[src/rtl/assert_macros.svh]
// ----------------------------------------------------------------------------
// assert_macros.svh
// concurrent assertion helpers shared by the rtl
// ----------------------------------------------------------------------------
`ifndef ASSERT_MACROS_SVH
`define ASSERT_MACROS_SVH

// checked on every clock edge outside reset
`define BBD_ASSERT(label, prop, msg) \
  label: assert property (@(posedge clk_i) disable iff (!rst_ni) prop) else $error(msg);

// checked on every clock edge, reset included
`define BBD_ASSERT_ALWAYS(label, prop, msg) \
  label: assert property (@(posedge clk_i) prop) else $error(msg);

`endif

[src/rtl/bbd_pkg.sv]
// ----------------------------------------------------------------------------
// bbd_pkg
// codes, widths and types of the banked bus decoder
// ----------------------------------------------------------------------------
`default_nettype none

package bbd_pkg;

  localparam int unsigned FUNC_W = 2;
  localparam int unsigned ADDR_W = 16;
  localparam int unsigned DATA_W = 8;
  localparam int unsigned TGT_W  = 4;
  localparam int unsigned OFF_W  = 19;
  localparam int unsigned ERR_W  = 2;

  // bus functions
  localparam logic [FUNC_W-1:0] FUNC_MEM_RD = 2'd0;
  localparam logic [FUNC_W-1:0] FUNC_MEM_WR = 2'd1;
  localparam logic [FUNC_W-1:0] FUNC_IO_RD  = 2'd2;
  localparam logic [FUNC_W-1:0] FUNC_IO_WR  = 2'd3;

  // memory map
  localparam logic [ADDR_W-1:0] WIN_BASE  = 16'h4000;
  localparam logic [ADDR_W-1:0] RAM_START = 16'h8000;
  localparam logic [ADDR_W-1:0] EEP_START = 16'hE000;
  localparam int unsigned       WIN_OFF_W = 14;

  // io ports
  localparam logic [ADDR_W-1:0] PORT_SND1_LATCH = 16'd0;
  localparam logic [ADDR_W-1:0] PORT_SND1_DATA  = 16'd1;
  localparam logic [ADDR_W-1:0] PORT_SND2_LATCH = 16'd2;
  localparam logic [ADDR_W-1:0] PORT_SND2_DATA  = 16'd3;
  localparam logic [ADDR_W-1:0] PORT_VIDEO0     = 16'd4;
  localparam logic [ADDR_W-1:0] PORT_VIDEO1     = 16'd5;
  localparam logic [ADDR_W-1:0] PORT_VIDEO2     = 16'd6;
  localparam logic [ADDR_W-1:0] PORT_VIDEO3     = 16'd7;
  localparam logic [ADDR_W-1:0] PORT_UART       = 16'd8;

  // targets
  localparam logic [TGT_W-1:0] TGT_FLASH  = 4'd0;
  localparam logic [TGT_W-1:0] TGT_RAM    = 4'd1;
  localparam logic [TGT_W-1:0] TGT_EEPROM = 4'd2;
  localparam logic [TGT_W-1:0] TGT_BANK   = 4'd3;
  localparam logic [TGT_W-1:0] TGT_SND1L  = 4'd4;
  localparam logic [TGT_W-1:0] TGT_SND1D  = 4'd5;
  localparam logic [TGT_W-1:0] TGT_SND2L  = 4'd6;
  localparam logic [TGT_W-1:0] TGT_SND2D  = 4'd7;
  localparam logic [TGT_W-1:0] TGT_VIDEO  = 4'd8;
  localparam logic [TGT_W-1:0] TGT_UART   = 4'd9;
  localparam logic [TGT_W-1:0] TGT_NONE   = 4'd10;

  // error codes
  localparam logic [ERR_W-1:0] ERR_OK        = 2'd0;
  localparam logic [ERR_W-1:0] ERR_WRITEONLY = 2'd1;
  localparam logic [ERR_W-1:0] ERR_NOPORT    = 2'd2;
  localparam logic [ERR_W-1:0] ERR_INDEX     = 2'd3;

  // decoded result without the read data
  typedef struct packed {
    logic [TGT_W-1:0]  target;
    logic [OFF_W-1:0]  offset;
    logic [DATA_W-1:0] fwd_data;
    logic [ERR_W-1:0]  error;
  } res_t;

endpackage

`default_nettype wire

[src/rtl/bbd_ram.sv]
// ----------------------------------------------------------------------------
// bbd_ram
// single port synchronous ram with registered read
// ----------------------------------------------------------------------------
`default_nettype none

module bbd_ram #(
  parameter int unsigned WIDTH = 8,
  parameter int unsigned DEPTH = 32
) (
  input  wire logic                     clk_i,
  input  wire logic                     we_i,
  input  wire logic                     re_i,
  input  wire logic [$clog2(DEPTH)-1:0] addr_i,
  input  wire logic [WIDTH-1:0]         wdata_i,
  output      logic [WIDTH-1:0]         rdata_o
);

  logic [WIDTH-1:0] mem_q [DEPTH];

  // write port and registered read port
  always_ff @(posedge clk_i) begin
    if (we_i) begin
      mem_q[addr_i] <= wdata_i;
    end
    if (re_i) begin
      rdata_o <= mem_q[addr_i];
    end
  end

endmodule

`default_nettype wire

[src/rtl/banked_bus_decoder_core.sv]
// ----------------------------------------------------------------------------
// banked_bus_decoder_core
// bus decoder with flash bank latch and two sound register files
// ----------------------------------------------------------------------------
// One bus access is taken per cycle while the output side is not stalled. The
// access is decoded and the sound register ram access issued in the accepting
// cycle, the next stage holds the decode while the ram read data arrives, and
// an output register then frees the input side while a result waits; the
// result is on the outputs once it is in the output register. The two sound
// register files share one synchronous ram with a registered read; entries
// carry reset-cleared valid bits so unwritten registers read as zero, with no
// clearing pass after reset.
`default_nettype none

module banked_bus_decoder_core
  import bbd_pkg::*;
#(
  parameter int unsigned SOUND_REGS  = 14,
  parameter int unsigned FLASH_BANKS = 32
) (
  input  wire logic              clk_i,
  input  wire logic              rst_ni,
  input  wire logic              in_valid_i,
  output      logic              in_ready_o,
  input  wire logic [FUNC_W-1:0] func_i,
  input  wire logic [ADDR_W-1:0] addr_i,
  input  wire logic [DATA_W-1:0] wdata_i,
  output      logic              out_valid_o,
  input  wire logic              out_ready_i,
  output      logic [TGT_W-1:0]  target_o,
  output      logic [OFF_W-1:0]  offset_o,
  output      logic [DATA_W-1:0] rdata_o,
  output      logic [DATA_W-1:0] fwd_data_o,
  output      logic [ERR_W-1:0]  error_o
);

`include "assert_macros.svh"

  localparam int unsigned SIDX_W    = (SOUND_REGS > 1) ? $clog2(SOUND_REGS) : 1;
  localparam int unsigned RAM_AW    = SIDX_W + 1;
  localparam int unsigned RAM_DEPTH = 2 ** RAM_AW;
  localparam int unsigned BANK_W    = $clog2(FLASH_BANKS);
  localparam int unsigned WIN_W     = BANK_W + WIN_OFF_W;
  localparam int unsigned NUM_BYTES = 2 ** DATA_W;

  // architectural latches
  logic [BANK_W-1:0] bank_q, bank_d;
  logic [DATA_W-1:0] snd1_idx_q, snd1_idx_d;
  logic [DATA_W-1:0] snd2_idx_q, snd2_idx_d;
  logic [RAM_DEPTH-1:0] vld_q, vld_d;

  // pipeline
  logic          a_valid_q, a_valid_d;
  res_t          a_res_q, a_res_d;
  logic          a_rd_q, a_rd_d;
  logic          b_valid_q, b_valid_d;
  res_t          b_res_q;
  logic [DATA_W-1:0] b_rdata_q;

  logic              accept;
  logic              advance_a;
  logic              is_wr;
  logic              snd_sel;
  logic [DATA_W-1:0] snd_idx;
  logic              idx_ok;
  logic [RAM_AW-1:0] ram_addr;
  logic              ram_we;
  logic              ram_re;
  logic [DATA_W-1:0] ram_rdata;
  logic [WIN_W-1:0]  win_full;
  logic [DATA_W-1:0] fwd_wr;

  // bank number reduced modulo the bank count
  logic [BANK_W-1:0] bank_mod_tbl [NUM_BYTES];

  for (genvar g = 0; g < NUM_BYTES; g++) begin : g_bank_tbl
    assign bank_mod_tbl[g] = BANK_W'(g % FLASH_BANKS);
  end

  // handshake
  assign advance_a  = a_valid_q & (~b_valid_q | out_ready_i);
  assign in_ready_o = ~a_valid_q | advance_a;
  assign accept     = in_valid_i & in_ready_o;

  // sound data port selection
  assign is_wr    = func_i[0];
  assign snd_sel  = (addr_i == PORT_SND2_DATA);
  assign snd_idx  = snd_sel ? snd2_idx_q : snd1_idx_q;
  assign idx_ok   = (snd_idx < DATA_W'(SOUND_REGS));
  assign ram_addr = {snd_sel, snd_idx[SIDX_W-1:0]};
  assign win_full = {bank_q, addr_i[WIN_OFF_W-1:0]};
  assign fwd_wr   = is_wr ? wdata_i : '0;

  // access decode
  always_comb begin
    a_res_d.target   = TGT_NONE;
    a_res_d.offset   = '0;
    a_res_d.fwd_data = '0;
    a_res_d.error    = ERR_OK;
    a_rd_d           = 1'b0;
    ram_we           = 1'b0;
    ram_re           = 1'b0;
    bank_d           = bank_q;
    snd1_idx_d       = snd1_idx_q;
    snd2_idx_d       = snd2_idx_q;
    if (func_i == FUNC_MEM_RD || func_i == FUNC_MEM_WR) begin
      a_res_d.fwd_data = fwd_wr;
      if (is_wr && addr_i < RAM_START) begin
        a_res_d.target = TGT_BANK;
        bank_d         = bank_mod_tbl[wdata_i];
      end else if (addr_i < WIN_BASE) begin
        a_res_d.target = TGT_FLASH;
        a_res_d.offset = OFF_W'(addr_i);
      end else if (addr_i < RAM_START) begin
        a_res_d.target = TGT_FLASH;
        a_res_d.offset = OFF_W'(win_full);
      end else if (addr_i < EEP_START) begin
        a_res_d.target = TGT_RAM;
        a_res_d.offset = OFF_W'(addr_i - RAM_START);
      end else begin
        a_res_d.target = TGT_EEPROM;
        a_res_d.offset = OFF_W'(addr_i - EEP_START);
      end
    end else begin
      case (addr_i)
        PORT_SND1_LATCH, PORT_SND2_LATCH: begin
          a_res_d.target = (addr_i == PORT_SND1_LATCH) ? TGT_SND1L : TGT_SND2L;
          if (is_wr) begin
            a_res_d.offset   = OFF_W'(wdata_i);
            a_res_d.fwd_data = wdata_i;
            if (addr_i == PORT_SND1_LATCH) begin
              snd1_idx_d = wdata_i;
            end else begin
              snd2_idx_d = wdata_i;
            end
          end else begin
            a_res_d.error = ERR_WRITEONLY;
          end
        end
        PORT_SND1_DATA, PORT_SND2_DATA: begin
          a_res_d.target   = snd_sel ? TGT_SND2D : TGT_SND1D;
          a_res_d.offset   = OFF_W'(snd_idx);
          a_res_d.fwd_data = fwd_wr;
          if (!idx_ok) begin
            a_res_d.error = ERR_INDEX;
          end else if (is_wr) begin
            ram_we = 1'b1;
          end else begin
            ram_re = 1'b1;
            a_rd_d = vld_q[ram_addr];
          end
        end
        PORT_VIDEO0, PORT_VIDEO1, PORT_VIDEO2, PORT_VIDEO3: begin
          a_res_d.target   = TGT_VIDEO;
          a_res_d.offset   = OFF_W'(addr_i - PORT_VIDEO0);
          a_res_d.fwd_data = fwd_wr;
        end
        PORT_UART: begin
          a_res_d.target   = TGT_UART;
          a_res_d.fwd_data = fwd_wr;
          if (!is_wr) begin
            a_res_d.error = ERR_WRITEONLY;
          end
        end
        default: begin
          a_res_d.error = ERR_NOPORT;
        end
      endcase
    end
  end

  // entry valid bits
  always_comb begin
    vld_d = vld_q;
    if (accept && ram_we) begin
      vld_d[ram_addr] = 1'b1;
    end
  end

  // sound register ram
  bbd_ram #(
    .WIDTH(DATA_W),
    .DEPTH(RAM_DEPTH)
  ) u_snd_ram (
    .clk_i  (clk_i),
    .we_i   (accept & ram_we),
    .re_i   (accept & ram_re),
    .addr_i (ram_addr),
    .wdata_i(wdata_i),
    .rdata_o(ram_rdata)
  );

  // stage valids
  always_comb begin
    a_valid_d = a_valid_q;
    if (accept) begin
      a_valid_d = 1'b1;
    end else if (advance_a) begin
      a_valid_d = 1'b0;
    end
    b_valid_d = b_valid_q;
    if (advance_a) begin
      b_valid_d = 1'b1;
    end else if (out_ready_i) begin
      b_valid_d = 1'b0;
    end
  end

  // control state
  always_ff @(posedge clk_i or negedge rst_ni) begin
    if (!rst_ni) begin
      a_valid_q  <= 1'b0;
      b_valid_q  <= 1'b0;
      bank_q     <= '0;
      snd1_idx_q <= '0;
      snd2_idx_q <= '0;
      vld_q      <= '0;
    end else begin
      a_valid_q <= a_valid_d;
      b_valid_q <= b_valid_d;
      vld_q     <= vld_d;
      if (accept) begin
        bank_q     <= bank_d;
        snd1_idx_q <= snd1_idx_d;
        snd2_idx_q <= snd2_idx_d;
      end
    end
  end

  // payload registers
  always_ff @(posedge clk_i) begin
    if (accept) begin
      a_res_q <= a_res_d;
      a_rd_q  <= a_rd_d;
    end
    if (advance_a) begin
      b_res_q   <= a_res_q;
      b_rdata_q <= a_rd_q ? ram_rdata : '0;
    end
  end

  // result ports
  assign out_valid_o = b_valid_q;
  assign target_o    = b_res_q.target;
  assign offset_o    = b_res_q.offset;
  assign rdata_o     = b_rdata_q;
  assign fwd_data_o  = b_res_q.fwd_data;
  assign error_o     = b_res_q.error;

  // checks
  `BBD_ASSERT(a_rdata_src, out_valid_o && rdata_o != '0 |-> (target_o == TGT_SND1D || target_o == TGT_SND2D) && error_o == ERR_OK, "read data on a non sound result")
  `BBD_ASSERT(a_full_stall, a_valid_q && b_valid_q && !out_ready_i |-> !in_ready_o, "beat taken while both stages are stalled")
  `BBD_ASSERT(a_idx_err, out_valid_o && error_o == ERR_INDEX |-> offset_o >= OFF_W'(SOUND_REGS), "index error with an index in range")
  `BBD_ASSERT(a_bank_range, {1'b0, bank_q} < (BANK_W + 1)'(FLASH_BANKS), "bank latch out of range")

endmodule

`default_nettype wire

[config.mk]
export PLATFORM = sky130hd
export DESIGN_NAME = banked_bus_decoder_core
export DESIGN_NICKNAME = d
export VERILOG_FILES = /design/src/rtl/bbd_pkg.sv /design/src/rtl/bbd_ram.sv /design/src/rtl/banked_bus_decoder_core.sv
export VERILOG_INCLUDE_DIRS = /design/src /design/src/rtl
export SDC_FILE = /design/constraint.sdc
export NUM_CORES = 1
export LEC_CHECK = 0
export ABC_AREA = 1
export BUFFER_PORTS_ARGS = -buffer_cell sky130_fd_sc_hd__buf_2
export CAP_MARGIN = 10
export CORE_MARGIN = 8
export CORE_UTILIZATION = 55
export DETAILED_ROUTE_END_ITERATION = 10
export GPL_TIMING_DRIVEN = 0
export HOLD_SLACK_MARGIN = 0.05
export PLACE_DENSITY_LB_ADDON = 0.05
export SLEW_MARGIN = 25
export SYNTH_ARGS = -nofsm -noshare
export SYNTH_HDL_FRONTEND = slang
export SYNTH_SLANG_ARGS = --single-unit
[constraint.sdc]
create_clock -name clk_i -period 3.7 [get_ports clk_i]
set_clock_uncertainty 0.1 [all_clocks]
set_input_delay 0.74 -clock clk_i [delete_from_list [all_inputs] [get_ports clk_i]]
set_output_delay 0.74 -clock clk_i [all_outputs]
set_load 0.05 [all_outputs]
==> results of run 1 <==
-- cell usage after synthesis, drive strengths merged (7+ instances only) --
master    n
nand2   468
edfxtp  339
nor2    119
inv     102
o21ai    85
a21oi    84
dfrtp    55
nand3    37
o21bai   27
buf      25
clkbuf   23
nand4    10
nor3      7
-- cells by family (layout without fill, tap and decap cells) --
family	Yosys count	count (layout)	share of synthesized area, %
other cells	1	32	0.02348
fa+ha+maj	6	6	0.4700
simple gates	641	641	15.78
compound gates	211	211	7.450
flops	394	394	72.35
buf+inv	153	312	3.870
xor+xnor	1	1	0.05485
-- registers in the layout (all words and copies together) (netlist names), 19 cells and up --
| signal | count |
|---|---|
| offset_o | 19 |
| vld_q | 32 |
| a_res_q | 33 |
| u_snd_ram.mem_q | 256 |
-- worst paths after layout --
kind | start | endpoint | slack [ns] | cells after the start
setup / recovery | addr_i[2] | u_snd_ram.rdata_o[5] | 0.13 | 14
hold / removal | rst_ni | snd2_idx_q[1] | 0.17 | 1
setup reg to reg | snd2_idx_q[1] | u_snd_ram.rdata_o[5] | 0.81 | 8
hold reg to reg | a_res_q[5] | fwd_data_o[3] | 0.32 | 0
max in group asynchronous | rst_ni | vld_q[31] | 2.85 | 1
min in group clk_i | a_res_q[5] | fwd_data_o[3] | 0.32 | 0
-- cells in the final DEF (no fill, tap or decap), types with 2 or more instances in the layout --
master and count:
clkbuf_1 29, clkbuf_16 41, inv_6 2, inv_1 98, clkbuf_2 2, o221ai_1 4, buf_6 2, a41oi_1 2
nor3_1 4, clkinv_1 12, inv_2 4, nand2_4 2, nor2_2 4, nor3_2 2, nand4_1 10, nand3_1 37
o21ai_0 66, o21bai_1 19, nand2_2 6, clkinv_2 4, a31oi_1 3, edfxtp_1 339, nand2_1 460, bufinv_16 4
conb_1 32, a21oi_1 83, buf_2 83, clkinvlp_4 2, nor2_4 29, buf_1 4, o21ai_1 18, nor2_1 86
buf_4 6, dfrtp_1 55, ha_1 6, o22ai_1 5, buf_12 15, o21bai_2 8
-- power breakdown --
| part | internal (µW) | switching [µW] | leakage, µW |
|---|---|---|---|
| Clock | 2330 | 1620 | 0.000619 |
| Sequential | 4970 | 33.9 | 0.00389 |
| Combinational | 77.9 | 361 | 0.00308 |
| Total | 7380 | 2020 | 0.00758 |
-- cell type report --
cell class	count	area, µm²
Buffer	48	234.0
Clock buffer	50	1070
Sequential cell	394	11560
Multi-Input combinational cell	891	4174
Fill cell	2177	9816
Clock inverter	22	210.2
Timing Repair Buffer	87	688.2
Inverter	105	396.6
Tap cell	384	480.5
-- worst reg2reg max path: stages, from the launching register on --
cell      delay (ns)
dfrtp_1         0.40
o21ai_2         0.46
clkbuf_1        0.53
buf_2           0.39
a21oi_1         0.11
o21ai_0         0.19
nand2_1         0.08
nor2_1          0.21
nand2_1         0.14
-- timing repair --
action / in CTS / in global routing
setup endpoints to repair: 225 / 226
pin swaps: 0 / 15
gates cloned: 0 / 0
resized for setup: 44 / 33
setup buffers: 0 / 16
-- per-layer routing --
layer | vias to the layer above | share of wire, % | global-route usage, %
li1 | 5068 | - | -
met4 | 0 | 2.8 | 7.112
met2 | 506 | 45 | 36.81
met3 | 82 | 9.4 | 4.810
met1 | 5253 | 42 | 32.30
met5 | - | 0 | 0
-- stage by stage --
step	total power (µW)	worst slack [ns]
finish	9394	0.1255
global route	9639	0.002806
CTS	9436	-0.008475
detailed placement	5534	-1.337
global placement	5517	-1.328
floorplan	5355	0.3502
==> results.tsv, run 1 <==
stage	metric	value	unit
route	TritonRoute pass-1 iters	5	
logic_synthesis	post-synth top area share	63.74	%
final_layout	fin area	18810	µm²
logic_synthesis	Top FF cell, synth	edfxtp_1	
logic_synthesis	syn_area_per_cell	11.35	µm²
final_layout	final core utilization	65.71	%
global_route	first-pass GRT wire length	62000	µm
cts	Max clock buf depth	3	
setup_path	CP Class	input pin to flip-flop	
die	number of cell rows	62	
setup_path	arrival time at the worst endpoint	3.73	ns
setup_path	Crit-path slowest cell	clkbuf_1	
setup_path	CP Capture Type	flip-flop	
sta	fmax	279.8	MHz
die	Core Box Area	28630	µm²
route	number of nets with antenna violations after routing	0	
cts	CTS Hold Bufs	0	
setup_path	Critical Path RT	3.85	ns
setup_path	crit start category	input pin	
global_route	largest net degree at the start of global routing	56	
min_path	HP Class	input pin to async pin	
placement	area post-placement	16970	µm²
cts	Worst-path clk slew	0.06	ns
power	Max IR drop VDD	0.4654	mV
route	DRC viols	0	
cts	root buffer selected by CTS	clkbuf_16	
power	Leakage	0.007582	µW
die	die width	186.4	µm
outcome	outcome	complete, no violations	
sta	relative max-transition margin	37.98	%
sta	RSZ-0062 raised after global routing	no	
cts	CTS HTree Levels	2	
sta	final number of setup-violating endpoints	0	
cts	CTS tree	done	
sta	Fin Setup TNS	0	ns
global_route	global route overflow	0	
die	# IOs	73	
global_route	initial antenna violation count	0	
route	DR vias	10910	
placement	DP HPWL	27130	µm
logic_synthesis	Syn Std Cell Area	15970	µm²
job	max-cap violations	0	
logic_synthesis	Mapped Cells	1407	
final_layout	ratio of cells with drive above 1 in the final layout	13.96	%
route	Detailed Route Iter0 Violations	1161	
setup_path	Worst path max stage delay	0.52	ns
logic_synthesis	sequential element share of the synthesized area	72.35	%
die	Starting Density	55.80	%
logic_synthesis	Yosys top cell by area	edfxtp_1	
sta	hold slack	0.1734	ns
sta	Worst Max-Slew Pin Slew	0.9268	ns
placement	PortBufs	70	
logic_synthesis	EDFF count, synth	339	
final_layout	area grow syn2layout	17.77	%
sta	Final Hold Viols	0	
route	WL/cell	20.94	µm
die	die height	186.4	µm
cts	clk_lat worst skew	0.54	ns
power	pwr dens	499.4	nW/µm²
logic_synthesis	#FFs+latches synth	394	
setup_path	Buffers & Inverters on Critical Path	4	
sta	Pins Over Slew Limit	0	
cts	Num CTS Buffers	40	
logic_synthesis	total of warnings raised by yosys	0	
global_route	vias in the first global route	10310	
die	area of the die	34750	µm²
route	WL final	41480	µm
global_route	GRT Total Usage	23.32	%
setup_path	cell family with most CP delay	buffers and inverters	
cts	clk sinks	394	
setup_path	crit path max fanout	10	
sta	post-route clock period utilization	96.61	%
logic_synthesis	ranking of synthesized cells by area	edfxtp_1, nand2_1, dfrtp_1	
final_layout	Final nets	1603	
route	drt via density	5.507	
setup_path	crit-path cells	buf_2, inv_1, ha_1, nand3_1, nor2_2, nand2_2, o21ai_2, clkbuf_1, buf_2, a21oi_1, o21ai_0, nand2_1, nor2_1, nand2_1	
placement	# placed instances	1893	
placement	gp weighted congestion	0.9064	
final_layout	Antenna Cells	0	
final_layout	Post-Layout Cell Count	1981	
logic_synthesis	Yosys cell types	31	
sta	min Tclk post-route	3.574	ns
logic_synthesis	Async SR Flop Fraction	13.96	%
Note: power is estimated with default switching activity, not from simulation.
==> run 2, diff against run 1 <==
--- a/config.mk
+++ b/config.mk
@@ -10,7 +10,7 @@
 export BUFFER_PORTS_ARGS = -buffer_cell sky130_fd_sc_hd__buf_2
 export CAP_MARGIN = 10
 export CORE_MARGIN = 8
-export CORE_UTILIZATION = 55
+export CORE_UTILIZATION = 60
 export DETAILED_ROUTE_END_ITERATION = 10
 export GPL_TIMING_DRIVEN = 0
 export HOLD_SLACK_MARGIN = 0.05
@@ -18,4 +18,5 @@
 export SLEW_MARGIN = 25
 export SYNTH_ARGS = -nofsm -noshare
 export SYNTH_HDL_FRONTEND = slang
+export SYNTH_HIERARCHICAL = 1
 export SYNTH_SLANG_ARGS = --single-unit
==> results.tsv, run 2 <==
stage	metric	value	unit	change
logic_synthesis	#FFs+latches synth	394		unchanged
logic_synthesis	most numerous cell in the Yosys netlist	nand2_1		unchanged
logic_synthesis	ranking of synthesized cells by instance count	nand2_1, edfxtp_1, nor2_1		unchanged
power	Max IR drop VDD	0.4583	mV	was 0.4654 mV
cts	CTS Hold Bufs	0		unchanged
global_route	vias in the first global route	10970		was 10.31k
final_layout	most frequent cells in the layout	nand2_1, edfxtp_1, buf_2		was nand2_1, edfxtp_1, inv_1
final_layout	Final nets	1800		was 1603
global_route	largest net degree at the start of global routing	56		unchanged
logic_synthesis	Syn Std Cell Area	17090	µm²	was 15970 µm²
setup_path	reg2reg start	snd2_idx_q[0]		was snd2_idx_q[1]
cts	Num CTS Buffers	40		unchanged
sta	fmax	283.5	MHz	was 279.8 MHz
cts	Worst-path clk slew	0.06	ns	about the same
cts	clk_lat worst skew	0.53	ns	was 0.54 ns
die	area of the die	34140	µm²	was 34750 µm²
job	max-cap violations	0		unchanged
die	die height	184.8	µm	was 186.4 µm
placement	gp weighted congestion	0.9033		was 0.9064
cts	CTS tree	done		unchanged
global_route	global route overflow	0		unchanged
final_layout	area grow syn2layout	15.42	%	was 17.77%
final_layout	ratio of cells with drive above 1 in the final layout	15.26	%	was 13.96%
cts	clk sinks	394		unchanged
final_layout	most common cell after layout, fill and taps aside	nand2_1		unchanged
cts	CTS HTree Levels	2		unchanged
sta	min Tclk post-route	3.527	ns	was 3.574 ns
setup_path	Critical Path RT	3.80	ns	was 3.85 ns
setup_path	CP Capture Type	flip-flop		unchanged
global_route	GRT Total Usage	23.71	%	was 23.32%
logic_synthesis	EDFF count, synth	339		unchanged
logic_synthesis	Yosys cell types	40		was 31
setup_path	arrival time at the worst endpoint	3.63	ns	was 3.73 ns
placement	DP Worst Slack	-1.001	ns	was -1.337 ns
route	DR vias	11870		was 10.91k
logic_synthesis	sequential element share of the synthesized area	67.61	%	was 72.35%
sta	Pins Over Slew Limit	0		unchanged
route	WL/cell	18.66	µm	was 20.94 µm
power	pwr dens	466.6	nW/µm²	was 499.4 nW/µm²
placement	area post-placement	17960	µm²	was 16970 µm²
logic_synthesis	total of warnings raised by yosys	6		was 0
sta	final number of setup-violating endpoints	0		unchanged
final_layout	Antenna Cells	0		unchanged
die	Starting Density	61.18	%	was 55.80%
logic_synthesis	post-synth top area share	59.56	%	was 63.74%
logic_synthesis	syn_area_per_cell	10.42	µm²	was 11.35 µm²
outcome	outcome	complete, no violations		unchanged
global_route	first-pass GRT wire length	61420	µm	was 62000 µm
final_layout	fill cell count	2100		was 2177
route	number of nets with antenna violations after routing	0		unchanged
setup_path	CP Class	input pin to flip-flop		unchanged
global_route	initial antenna violation count	0		unchanged
setup_path	Reg2Reg Setup Slack	0.86	ns	was 0.81 ns
placement	PortBufs	70		unchanged
final_layout	top flop regs	u_snd_ram/mem_q (256), a_res_q (33), vld_q (32)		was u_snd_ram.mem_q (256), a_res_q (33), vld_q (32)
logic_synthesis	Mapped Cells	1640		was 1407
die	Core Box Area	27930	µm²	was 28630 µm²
final_layout	final core utilization	70.62	%	was 65.71%
cts	Max clock buf depth	3		unchanged
setup_path	crit start category	input pin		unchanged
setup_path	R2R cell count	8		unchanged
route	WL final	40550	µm	was 41480 µm
sta	post-route clock period utilization	95.32	%	was 96.61%
logic_synthesis	ranking of synthesized cells by area	edfxtp_1, nand2_1, dfrtp_1		unchanged
die	number of cell rows	61		was 62
final_layout	fin area	19730	µm²	was 18810 µm²
sta	relative max-transition margin	44.08	%	was 37.98%
route	TritonRoute pass-1 iters	6		was 5
logic_synthesis	Yosys top cell by area	edfxtp_1		unchanged
die	# IOs	73		unchanged
power	Leakage	0.008163	µW	was 0.007582 µW
setup_path	crit path max fanout	10		unchanged
min_path	HP Class	input pin to async pin		unchanged
logic_synthesis	Top FF cell, synth	edfxtp_1		unchanged
route	DRC viols	0		unchanged
final_layout	max reg flops	256		unchanged
final_layout	most flop-heavy register	u_snd_ram/mem_q		was u_snd_ram.mem_q
logic_synthesis	Synth Net Count	1676		
die	die width	184.8	µm	was 186.4 µm
cts	root buffer selected by CTS	clkbuf_16		unchanged
sta	Worst Max-Slew Pin Slew	0.8388	ns	was 0.9268 ns
logic_synthesis	Async SR Flop Fraction	13.96	%	unchanged
route	Detailed Route Iter0 Violations	1196		was 1161
sta	setup ws final	0.1732	ns	was 0.1255 ns
placement	DP HPWL	26540	µm	was 27130 µm
sta	Final Hold Viols	0		unchanged
setup_path	Reg-to-Reg End	u_snd_ram/mem_q[23][1]		was u_snd_ram.rdata_o[5]
route	drt via density	5.461		was 5.507
[run 2: changes by cell type in the layout (fill, tap and decap cells not counted), moves of 14 or more]
cell      before  now
o21ai_0       66   41
nand2_1      460  838
nor2_1        86   60
o21ai_1       18    4
a21oi_1       83    9
inv_1         98   55
o21bai_4       0   20
conb_1        32    0
[run 2: report_power, final]
part / internal [µW] / leakage [µW] / total [µW] / switching [µW]
logic: 76.5 / 0.00369 / 429 / 352
clock network: 2240 / 0.000607 / 3810 / 1580
registers: 4940 / 0.00386 / 4960 / 26.0
total: 7250 / 0.00816 / 9210 / 1950
[run 2: worst max path at each step]
stage	start	to
detailed placement	addr_i[2]	u_snd_ram/mem_q[10][2]
global route	addr_i[2]	u_snd_ram/mem_q[14][7]
CTS	addr_i[2]	u_snd_ram/mem_q[29][6]
finish	addr_i[2]	u_snd_ram/mem_q[30][3]
global placement	addr_i[2]	u_snd_ram/mem_q[16][0]
floorplan	addr_i[2]	u_snd_ram/mem_q[0][0]
[run 2: layer usage]
metal  vias up  global-route usage, %  share of wire (%)
met5         -                      0                  0
met2       518                  35.71                 44
li1       5660                      -                  -
met3        83                  3.821                9.7
met1      5605                  35.05                 43
met4         0                  7.490                2.6
[run 2: cell families after synthesis]
kind of cell    count (synthesis)  synth area share [%]
compound gates                101                 4.963
xor+xnor                        2                0.1025
fa+ha+maj                       6                0.4392
buf+inv                       132                 3.682
flops                         394                 67.61
simple gates                 1005                 23.20
[run 2: repair_timing]
action / 4_1_cts / 5_1_grt
endpoints found under the setup margin: 256 / 256
buffers inserted: 0 / 11
pin swaps: 0 / 16
resized for setup: 44 / 32
[run 2: area by class of cell]
class	instances	area [µm²]	share of cell area [%]
Sequential cell	394	11560	58.58
Multi-Input combinational cell	1114	5225	26.49
Clock buffer	50	1060	5.372
Timing Repair Buffer	82	600.6	3.044
Tap cell	378	473.0	2.397
Buffer	62	369.1	1.871
Inverter	70	262.8	1.332
Clock inverter	23	181.4	0.9196
[run 2: critical path, stage by stage]
cell and delay (ns):
buf_2 0.13, inv_1 0.11, ha_1 0.23, nand3_2 0.11, nor2_4 0.17, nand2_4 0.11
buf_6 0.17, nand2_1 0.16, nand2_2 0.15, buf_6 0.18, buf_2 0.17, inv_2 0.08
buf_6 0.19, buf_4 0.24, nand3_4 0.30, nor2_4 0.37
[run 2: metrics by stage]
step	hold WS (ns)	total power, µW	TNS (ns)	cells
after floorplan	0.3003	5310	0	1640
after global placement	0.3022	5472	-236.07	2088
after detailed placement	0.3045	5488	-230.30	2089
after CTS	0.1647	9284	-5.587	2162
after global routing	0.2144	9486	-0.06022	2173
final	0.1656	9205	0	2173
==> run 3, diff against run 2 <==
--- a/config.mk
+++ b/config.mk
@@ -7,7 +7,7 @@
 export NUM_CORES = 1
 export LEC_CHECK = 0
 export ABC_AREA = 1
-export BUFFER_PORTS_ARGS = -buffer_cell sky130_fd_sc_hd__buf_2
+export BUFFER_PORTS_ARGS = -buffer_cell sky130_fd_sc_hd__clkbuf_2
 export CAP_MARGIN = 10
 export CORE_MARGIN = 8
 export CORE_UTILIZATION = 60
==> results.tsv, run 3 (synthesis results as in run 2) <==
stage	metric	value	unit	change
outcome	outcome	complete, no violations		unchanged
setup_path	crit-path cells	clkbuf_2, inv_1, ha_1, nand3_2, nor2_4, nand2_4, buf_6, nand2_1, nand2_2, buf_6, buf_2, inv_2, buf_6, buf_4, nand3_4, nor2_2		was buf_2, inv_1, ha_1, nand3_2, nor2_4, nand2_4, buf_6, nand2_1, nand2_2, buf_6, buf_2, inv_2, buf_6, buf_4, nand3_4, nor2_4
setup_path	arrival time at the worst endpoint	3.75	ns	was 3.63 ns
route	DR vias	11890		was 11.87k
sta	final number of setup-violating endpoints	0		unchanged
global_route	first-pass GRT wire length	61930	µm	was 61420 µm
sta	hold slack	0.2057	ns	was 0.1656 ns
global_route	GRT Total Usage	23.75	%	was 23.71%
job	max-cap violations	0		unchanged
setup_path	Reg2Reg Setup Slack	0.71	ns	was 0.86 ns
placement	# placed instances	2089		unchanged
placement	gp weighted congestion	0.9020		was 0.9033
final_layout	FF+latch area	11560	µm²	unchanged
final_layout	area of the multi-input gates	5216	µm²	was 5225 µm²
setup_path	Most common cell on crit path	buf_6		unchanged
final_layout	Antenna Cells	0		unchanged
sta	post-route clock period utilization	99.35	%	was 95.32%
cts	clk_lat worst skew	0.54	ns	was 0.53 ns
setup_path	crit start category	input pin		unchanged
die	area of the die	34140	µm²	unchanged
sta	Pins Over Slew Limit	0		unchanged
setup_path	Worst Setup EP	u_snd_ram/mem_q[20][1]		was u_snd_ram/mem_q[30][3]
route	drt via density	5.493		was 5.461
route	TritonRoute pass-1 iters	6		unchanged
route	Detailed Route Iter0 Violations	1147		was 1196
final_layout	fill cell count	2087		was 2100
cts	CTS tree	done		unchanged
die	number of cell rows	61		unchanged
placement	PortBufs	70		unchanged
setup_path	CP Capture Type	flip-flop		unchanged
setup_path	Worst path max stage delay	0.50	ns	was 0.37 ns
setup_path	crit path max fanout	10		unchanged
sta	min Tclk post-route	3.676	ns	was 3.527 ns
global_route	vias in the first global route	10990		was 10.97k
final_layout	most frequent cells in the layout	nand2_1, edfxtp_1, clkbuf_2		was nand2_1, edfxtp_1, buf_2
cts	CTS HTree Levels	2		unchanged
die	die height	184.8	µm	unchanged
power	pwr dens	482.0	nW/µm²	was 466.6 nW/µm²
setup_path	reg2reg start	out_valid_o		was snd2_idx_q[0]
sta	RSZ-0062 raised after global routing	yes		
cts	Worst-path clk slew	0.06	ns	about the same
sta	Worst Max-Slew Pin Slew	1.005	ns	was 0.8388 ns
final_layout	Post-Layout Cell Count	2165		was 2173
final_layout	most flop-heavy register	u_snd_ram/mem_q		unchanged
setup_path	R2R cell count	6		was 8
die	Core Box Area	27930	µm²	unchanged
global_route	largest net degree at the start of global routing	56		unchanged
cts	Num CTS Buffers	40		unchanged
setup_path	Reg-to-Reg End	u_snd_ram/mem_q[20][1]		was u_snd_ram/mem_q[23][1]
setup_path	CP startpoint	addr_i[2]		unchanged
cts	clk sinks	394		unchanged
final_layout	area grow syn2layout	15.06	%	was 15.42%
route	DRC viols	0		unchanged
setup_path	Critical Path RT	3.78	ns	was 3.80 ns
sta	relative max-transition margin	32.97	%	was 44.08%
final_layout	max reg flops	256		unchanged
setup_path	Buffers & Inverters on Critical Path	8		unchanged
power	Power Total	9479	µW	was 9205 µW
cts	Max clock buf depth	3		unchanged
route	number of nets with antenna violations after routing	0		unchanged
global_route	global route overflow	0		unchanged
final_layout	ratio of cells with drive above 1 in the final layout	15.39	%	was 15.26%
setup_path	CP Class	input pin to flip-flop		unchanged
placement	DP HPWL	26340	µm	was 26540 µm
final_layout	top flop regs	u_snd_ram/mem_q (256), a_res_q (33), vld_q (32)		unchanged
die	# IOs	73		unchanged
cts	root buffer selected by CTS	clkbuf_16		unchanged
die	die width	184.8	µm	unchanged
sta	fmax	272.0	MHz	was 283.5 MHz
sta	Final Hold Viols	0		unchanged
power	Leakage	0.008151	µW	was 0.008163 µW
route	WL/cell	18.61	µm	was 18.66 µm
die	Starting Density	61.18	%	unchanged
min_path	HP Class	input pin to async pin		unchanged
final_layout	Final nets	1793		was 1800
power	Max IR drop VDD	0.4900	mV	was 0.4583 mV
final_layout	most common cell after layout, fill and taps aside	nand2_1		unchanged
setup_path	Crit-path slowest cell	nor2_2		was nor2_4
global_route	initial antenna violation count	0		unchanged
final_layout	final core utilization	70.40	%	was 70.62%
setup_path	cell family with most CP delay	simple AND/OR/NAND/NOR gates		unchanged
route	WL final	40280	µm	was 40550 µm
setup_path	Critical Path Stages	16		unchanged
run 3: worst min path at each step:
stage	to	slack, ns	start	cells past startpoint
2_1_floorplan	error_o[0]	0.30	a_res_q[0]	0
3_3_place_gp	offset_o[4]	0.30	a_res_q[14]	0
3_5_place_dp	fwd_data_o[4]	0.30	a_res_q[6]	0
4_1_cts	snd2_idx_q[0]	0.21	rst_ni	1
5_1_grt	a_valid_q	0.26	rst_ni	1
6_report	vld_q[6]	0.21	rst_ni	1
run 3: routing by layer:
layer	GRT usage, %	part of all wire [%]	up-vias
li1	-	-	5632
met1	35.40	45	5655
met2	36.09	44	527
met3	3.605	8.4	78
met4	6.466	2.5	0
met5	0	0	-
run 3: repair_timing:
action	4_1_cts	5_1_grt
buffers inserted	2	2
hold buffers	0	0
pin swaps	1	6
endpoints found under the setup margin	256	224
gates resized for setup	54	19
run 3: cell type report:
cell class	instances	area share [%]
Buffer	62	1.864
Clock buffer	51	5.612
Clock inverter	21	1.215
Inverter	70	1.336
Multi-Input combinational cell	1114	26.53
Sequential cell	394	58.76
Tap cell	378	2.405
Timing Repair Buffer	75	2.278
run 3: through the flow:
step                      setup TNS (ns)  setup slack [ns]  instance area, µm²
after global routing              -2.771           -0.1268               19670
after CTS                         -7.278           -0.1101               19520
after detailed placement         -231.33            -1.012               17960
after global placement           -235.37           -0.9608               17910
final                                  0           0.02394               19670
after floorplan                        0            0.3132               17090
run 3: where the power goes:
| part | switching, µW | internal, µW | leakage (µW) |
|---|---|---|---|
| Combinational | 353 | 74.5 | 0.00363 |
| Clock | 1620 | 2460 | 0.000652 |
| Sequential | 28.7 | 4940 | 0.00386 |
